$ cat src/rtl/core/rme_pkg.sv
// Package: payload types and CORDIC constants for the rotation matrix to Euler core
`timescale 1ns / 1ps
package rme_pkg;
	typedef struct packed {
		logic signed [15:0] r00;
		logic signed [15:0] r10;
		logic signed [15:0] r11;
		logic signed [15:0] r12;
		logic signed [15:0] r20;
		logic signed [15:0] r21;
		logic signed [15:0] r22;
	} in_item_t;

	typedef struct packed {
		logic signed [15:0] roll;
		logic signed [15:0] pitch;
		logic signed [15:0] yaw;
		logic               singular;
	} out_item_t;

	localparam int TableLen = 24;
	localparam int GuardShift = 8;
	localparam int AngleLimit = 23040;
	localparam int SqrtSteps = 16;

	function automatic logic [31:0] atan_q24(input int i);
		logic [31:0] t;
		begin
			unique case (i)
				0: t = 32'd754974720;
				1: t = 32'd445687602;
				2: t = 32'd235489088;
				3: t = 32'd119537938;
				4: t = 32'd60000934;
				5: t = 32'd30029717;
				6: t = 32'd15018523;
				7: t = 32'd7509720;
				8: t = 32'd3754917;
				9: t = 32'd1877466;
				10: t = 32'd938734;
				11: t = 32'd469367;
				12: t = 32'd234684;
				13: t = 32'd117342;
				14: t = 32'd58671;
				15: t = 32'd29335;
				16: t = 32'd14668;
				17: t = 32'd7334;
				18: t = 32'd3667;
				19: t = 32'd1833;
				20: t = 32'd917;
				21: t = 32'd458;
				22: t = 32'd229;
				23: t = 32'd115;
				default: t = 32'd0;
			endcase
			return t;
		end
	endfunction
endpackage

$ cat src/rtl/core/rme_cordic.sv
// Pipelined vectoring CORDIC atan2 giving degrees in 1/128 units, saturated
`timescale 1ns / 1ps
module rme_cordic #(
	parameter int CORDIC_STEPS = 16,
	parameter int FRAC_BITS = 14
) (
	input  logic        clk,
	input  logic        en,
	input  logic signed [17:0] y_in,
	input  logic signed [17:0] x_in,
	output logic signed [15:0] angle
);
	localparam int W = 18 + rme_pkg::GuardShift + 3;
	localparam int ZW = FRAC_BITS + 11;
	localparam int N = CORDIC_STEPS;

	logic signed [W-1:0]  x_s [N+1];
	logic signed [W-1:0]  y_s [N+1];
	logic signed [ZW-1:0] z_s [N+1];
	logic                 zero_s [N+2];
	logic signed [ZW-1:0] z90;
	logic signed [W-1:0]  xg, yg;

	assign z90 = ZW'(90) <<< FRAC_BITS;
	assign xg = W'(x_in) <<< rme_pkg::GuardShift;
	assign yg = W'(y_in) <<< rme_pkg::GuardShift;

	always_ff @(posedge clk) begin
		if (en) begin
			zero_s[0] <= (x_in == '0) && (y_in == '0);
			if (xg < 0) begin
				if (yg >= 0) begin
					x_s[0] <= yg; y_s[0] <= -xg; z_s[0] <= z90;
				end else begin
					x_s[0] <= -yg; y_s[0] <= xg; z_s[0] <= -z90;
				end
			end else begin
				x_s[0] <= xg; y_s[0] <= yg; z_s[0] <= '0;
			end
		end
	end

	for (genvar i = 0; i < N; i++) begin : g_it
		localparam logic [31:0] Ang = 32'((64'(rme_pkg::atan_q24(i)) +
			(64'd1 << (23 - FRAC_BITS))) >> (24 - FRAC_BITS));
		always_ff @(posedge clk) begin
			if (en) begin
				zero_s[i+1] <= zero_s[i];
				if (y_s[i] >= 0) begin
					x_s[i+1] <= x_s[i] + (y_s[i] >>> i);
					y_s[i+1] <= y_s[i] - (x_s[i] >>> i);
					z_s[i+1] <= z_s[i] + ZW'(Ang);
				end else begin
					x_s[i+1] <= x_s[i] - (y_s[i] >>> i);
					y_s[i+1] <= y_s[i] + (x_s[i] >>> i);
					z_s[i+1] <= z_s[i] - ZW'(Ang);
				end
			end
		end
	end

	logic signed [ZW-1:0] zr;
	assign zr = (z_s[N] + (ZW'(1) <<< (FRAC_BITS - 8))) >>> (FRAC_BITS - 7);

	always_ff @(posedge clk) begin
		if (en) begin
			zero_s[N+1] <= zero_s[N];
			if (zero_s[N])
				angle <= '0;
			else if (zr > ZW'(rme_pkg::AngleLimit))
				angle <= 16'(rme_pkg::AngleLimit);
			else if (zr < -ZW'(rme_pkg::AngleLimit))
				angle <= -16'(rme_pkg::AngleLimit);
			else
				angle <= 16'(zr);
		end
	end

	logic unused;
	assign unused = zero_s[N+1] ^ x_s[N][0] ^ y_s[N][0];
endmodule

$ cat config.mk
export PLATFORM = sky130hd
export DESIGN_NAME = rme_cordic
export DESIGN_NICKNAME = d
export VERILOG_FILES = /design/src/rtl/core/rme_pkg.sv /design/src/rtl/core/rme_cordic.sv
export SDC_FILE = /design/constraint.sdc
export NUM_CORES = 2
export LEC_CHECK = 0
export BUFFER_PORTS_ARGS = -buffer_cell sky130_fd_sc_hd__buf_2
export CORE_MARGIN = 2
export CORE_UTILIZATION = 25
export CTS_BUF_LIST = sky130_fd_sc_hd__clkbuf_4
export DETAILED_ROUTE_END_ITERATION = 7
export PLACE_DENSITY = 0.43
export SYNTH_ARGS = -nofsm -noshare
export SYNTH_HDL_FRONTEND = slang
export SYNTH_SLANG_ARGS = --single-unit
$ cat constraint.sdc
create_clock -name clk -period 16.6 [get_ports clk]
set_clock_uncertainty 0.2 [all_clocks]
set_input_delay 3.32 -clock clk [delete_from_list [all_inputs] [get_ports clk]]
set_output_delay 3.32 -clock clk [all_outputs]
set_load 0.1 [all_outputs]
Yosys cells after proc, flatten, opt, wreduce, memory -nomap -nowiden
Memories as Yosys holds them, arrays and structs flattened. Index checks and enable logic that the tools add are counted. W data, S select, Z words.

Register bits: 16. Bits in writable memories: 1429. Bits of input ports: 38. Logic and storage cells: 349. Memories: 4.

Add/sub/neg operators: 98. Magnitude comparators: 20. Mux-type cells: 165. Bitwise operators: 54. Reductions and logical operators: 5.

Memory list: x_s (depth 17, bits a word 29, read ports 16, clocked after memory_dff 0, write ports 17, line rme_cordic.sv:17) `logic signed [W-1:0] x_s [N+1];`; y_s (depth 17, bits a word 29, read ports 16, clocked after memory_dff 0, write ports 17, line rme_cordic.sv:18) `logic signed [W-1:0] y_s [N+1];`; z_s (depth 17, bits a word 25, read ports 17, clocked after memory_dff 0, write ports 17, line rme_cordic.sv:19) `logic signed [ZW-1:0] z_s [N+1];`; zero_s (depth 18, bits a word 1, read ports 17, clocked after memory_dff 0, write ports 18, line rme_cordic.sv:20) `logic zero_s [N+2];`.

Operators with widths (number): $mux W29 (36); $ge A29 B1 Y1 const B (16); $mux W25 (18); $mux W1 (109); $add A29 B14 Y29 (2); $add A29 B15 Y29 (2); $add A29 B16 Y29 (2); $add A29 B17 Y29 (2); $add A29 B18 Y29 (2); $add A29 B19 Y29 (2); $add A29 B20 Y29 (2); $add A29 B21 Y29 (2); $add A29 B22 Y29 (2); $add A29 B23 Y29 (2); $add A29 B24 Y29 (2); $add A29 B25 Y29 (2); $add A29 B26 Y29 (2); $add A29 B27 Y29 (2); $add A29 B28 Y29 (2); $neg A26 Y29 (2); $sub A29 B14 Y29 (2); $sub A29 B15 Y29 (2); $sub A29 B16 Y29 (2); $sub A29 B17 Y29 (2); other kinds (56) (123).

Logic depth before layout (Yosys ltp)
Word-level depth: 7. Mapped depth: 21. Mapped depth without buffers: 21.

Worst setup path before layout
Ideal clock, no wire load.

Path kind: input to register. From: in en. To: mem x_s[9][22] (netlist name), data pin. Arrival time: 7.595 ns. Data required time: 16.130 ns. Path slack: 8.535 ns. Cell stages on the path: 20. Buffers on the path: 4. Cell sequence: buf_2 -> buf_2 -> clkbuf_1 -> nand2_1 -> clkinv_1 -> clkbuf_1 -> nor2_1 -> xnor2_1 -> ha_1 -> nor2b_1 -> o21ai_0 -> a21boi_0 -> o211ai_1 -> a21oi_1 -> o21ai_0 -> nand3_1 -> a41oi_1 -> a211oi_1 -> o211ai_1 -> or3b_2.

RTL lines: start: declaration (line rme_cordic.sv:8) `input logic en,`; end: declaration (line rme_cordic.sv:17).

==> run summary <==
compound-gate portion of the synthesized area - 0.187
number of primary I/O pins - 54
end point of the worst hold path - zero_s[5]$_DFFE_PP_
Post-Synthesis Cells - 10300
number of register bits inferred by synthesis - 1180
transition time of the tightest slew-check pin - 1120 ps
relative slew slack - 0.245
half-perimeter wire length after placement - 224 mm
fraction of the cycle the final worst path needs - 0.526
async set-reset flop share out of synthesis - 0
number of enable flip-flop cells after synthesis - 1180
Root Buffer - clkbuf_4
Die Outline Area - 0.397 mm^2
endpoint of the worst-slack reg-to-reg timing path - x_s[8][25]$_DFFE_PP_
number of global-route vias before repair - 77700
maximum clock path buffer count - 4
Register-to-Register Setup Slack - 10610 ps
maximum number of pins on one net before global-route repair - 162
main combinational cell family by area after synthesis - compound AO/OA/AOI/OAI gates
Setup violations, final - 0
leftover overflow at the end of global routing - 0
routability congestion estimate from global placement - 0.880
fin crit period - 8730 ps
number of cells upsized or downsized after cts - 0
mux cell area share after synthesis - 0.00421
cell depth of the worst flop-to-flop path - 18
wire length of the first global-routing pass - 436 mm
Initial DRC Count - 4171
Max Fanout on Critical Path - 161
maximum achievable frequency - 115 MHz
# hold bufs at CTS - 0
vias - 77200
number of buffers added on ports - 53
total routed wirelength - 281 mm
DRC violations left - 0
GRT Util Overall - 0.136
mean instance size in the synthesized netlist - 9.56 um^2
post-synthesis cell area - 0.0981 mm^2
number of distinct library cells after synthesis - 97
router iterations before antenna repair - 7
clock insertion delay at the later pin of the skew report - 1240 ps
required time of the worst setup path - 17310 ps
average detailed-routed wire length per instance - 17.5 um
# nets final - 11800
number of clock sinks seen by CTS - 1180
Hold Fails Final Rpt - 0
post-synthesis share of cell area spent on full adders, half adders and majority gates - 0.152
worst hold-check path type - flip-flop to flip-flop
post-route antenna net violation count - 0
Mapped Nets - 11500
count of synthesis-stage warnings from yosys - 0
clock-pin slew on the worst setup and hold paths - 60 ps
count of maximum capacitance violations - 0
layout cells sized above 1 - 0.0700
Seq/Total Area, Yosys - 0.361
floorplan die height - 630 um
Chip Width - 630 um
unrepaired setup endpoints after global routing - no
number of H-tree levels - 5
Setup Buffers After CTS - 0
kind of start point of the critical path - input port
initial cell density of the core - 0.250
hold path cells - 0
number of rows in the core area - 230
core area - 0.392 mm^2
fill cell total of the finished layout - 41100
CTS tree - yes
endpoint class of the critical path - flip-flop
Worst R2R Start - y_s[7][28]$_DFFE_PP_
xor and xnor area share after synthesis - 0.130
most common flop cell mapped by yosys - edfxtp_1
Inserted Clock Buffers - 358
antenna violations before repair - 6
hold_sp - zero_s[4]$_DFFE_PP_
Via density - 4.81
status - finished, final reports clean
Final TNS setup - 0 ps
synthesized-area fraction occupied by and/or/nand/nor cells - 0.141
critical path class - input port to flip-flop
synth-to-layout area growth - 11.1%
data arrival time of the critical path - 9440 ps
total count of max-transition violations in the final report - 0
synthesized netlist by cell type (30+ instances only):
library cell | count | area share
xor2_1 | 517 | 0.046
nand3_1 | 181 | 0.0092
nor3_1 | 256 | 0.013
o21ai_0 | 592 | 0.030
edfxtp_1 | 1180 | 0.36
o211ai_1 | 50 | 0.0038
nor2b_1 | 153 | 0.0098
or2_2 | 31 | 0.0020
o21a_1 | 170 | 0.013
xnor2_1 | 938 | 0.084
nand2_1 | 644 | 0.025
o21bai_1 | 104 | 0.0080
a31oi_1 | 94 | 0.0060
or3_1 | 79 | 0.0050
nand2b_1 | 187 | 0.012
and2_1 | 47 | 0.0030
mux2i_1 | 30 | 0.0031
o31ai_1 | 113 | 0.0086
clkbuf_1 | 137 | 0.0052
or4_1 | 47 | 0.0036
o41ai_1 | 67 | 0.0060
inv_1 | 450 | 0.017
a21oi_1 | 961 | 0.049
and3_1 | 84 | 0.0054
fa_1 | 34 | 0.0069
a21boi_0 | 38 | 0.0029
nand4_1 | 63 | 0.0040
nor4_1 | 88 | 0.0056
ha_1 | 1137 | 0.15
a21o_1 | 335 | 0.026
nand3b_1 | 40 | 0.0031
nor2_1 | 915 | 0.035
a211oi_1 | 66 | 0.0051
how the worst max path moves through the flow:
stage,from,end,slack (ps),depth (start not counted)
global route,en,y_s[4][28]$_DFFE_PP_,7500,20
detailed placement,en,y_s[4][28]$_DFFE_PP_,6670,20
floorplan,en,x_s[9][22]$_DFFE_PP_,8530,20
global placement,en,y_s[4][28]$_DFFE_PP_,6570,20
CTS,en,y_s[4][28]$_DFFE_PP_,8040,20
finish,en,y_s[4][28]$_DFFE_PP_,7870,20
metrics by stage:
step | std cells | hold WS (ps) | instance area, um^2 | util | setup slack [ps]
after floorplan | 10300 | 200 | 98100 | - | 8530
after global placement | 15400 | 203 | 105000 | 0.267 | 6570
after detailed placement | 15400 | 205 | 105000 | 0.267 | 6670
after CTS | 16000 | 173 | 109000 | 0.278 | 8040
after global routing | 16000 | 173 | 109000 | 0.278 | 7500
final | 16000 | 170 | 109000 | 0.278 | 7870
state kept, by name (all words and copies together) (netlist names):
register,cells
y_s,405
x_s,388
z_s,354
zero_s,17
angle,16
placed cells by master (no fill, tap or decap), types with 450 or more instances in the layout:
cell | Yosys | layout
nor2_1 | 915 | 915
a21oi_1 | 961 | 961
xnor2_1 | 938 | 938
xor2_1 | 517 | 517
o21ai_0 | 592 | 591
edfxtp_1 | 1180 | 1180
clkbuf_4 | 0 | 493
nand2_1 | 644 | 643
inv_1 | 450 | 450
ha_1 | 1137 | 1137
cell type report:
type / count / area (um^2) / share of cell area
clock buffer: 493 / 3700 / 0.0340
antenna: 3 / 7.51 / 0.0000689
tap: 5220 / 6530 / 0.0599
sequential: 1180 / 35400 / 0.325
clock inverter: 126 / 561 / 0.00514
timing repair buffer: 110 / 733 / 0.00673
multi-input combinational: 8448 / 60300 / 0.553
inverter: 458 / 1720 / 0.0158
routing by layer:
| metal | share of wire | track usage | vias to the layer above |
|---|---|---|---|
| met5 | 0.000096 | 0 | - |
| met4 | 0.038 | 0.0538 | 4 |
| met3 | 0.031 | 0.0178 | 548 |
| met2 | 0.53 | 0.262 | 1442 |
| met1 | 0.41 | 0.150 | 36500 |
| li1 | - | - | 38700 |
worst max-delay path, cell delays in order:
cell and delay, ps:
buf_12 330, buf_4 720, buf_12 660, nand2_1 100, buf_4 280, inv_2 550, a21oi_1 120, xor2_1 220
ha_1 270, a21o_1 150, a21oi_1 210, nand2b_1 160, a21oi_1 100, a41o_1 280, o41a_1 390, a21oi_1 290
a221oi_1 220, a311o_1 410, a21oi_1 190, xnor2_1 100
kinds of logic after synthesis:
| group | count (synthesis) |
|---|---|
| simple gates | 2881 |
| mux | 40 |
| compound gates | 2901 |
| fa+ha+maj | 1171 |
| flops | 1180 |
| buf+inv | 633 |
| xor+xnor | 1455 |
Power is not shown: default switching activity piles up to over one toggle a cycle in this logic, so the estimate is an artifact.
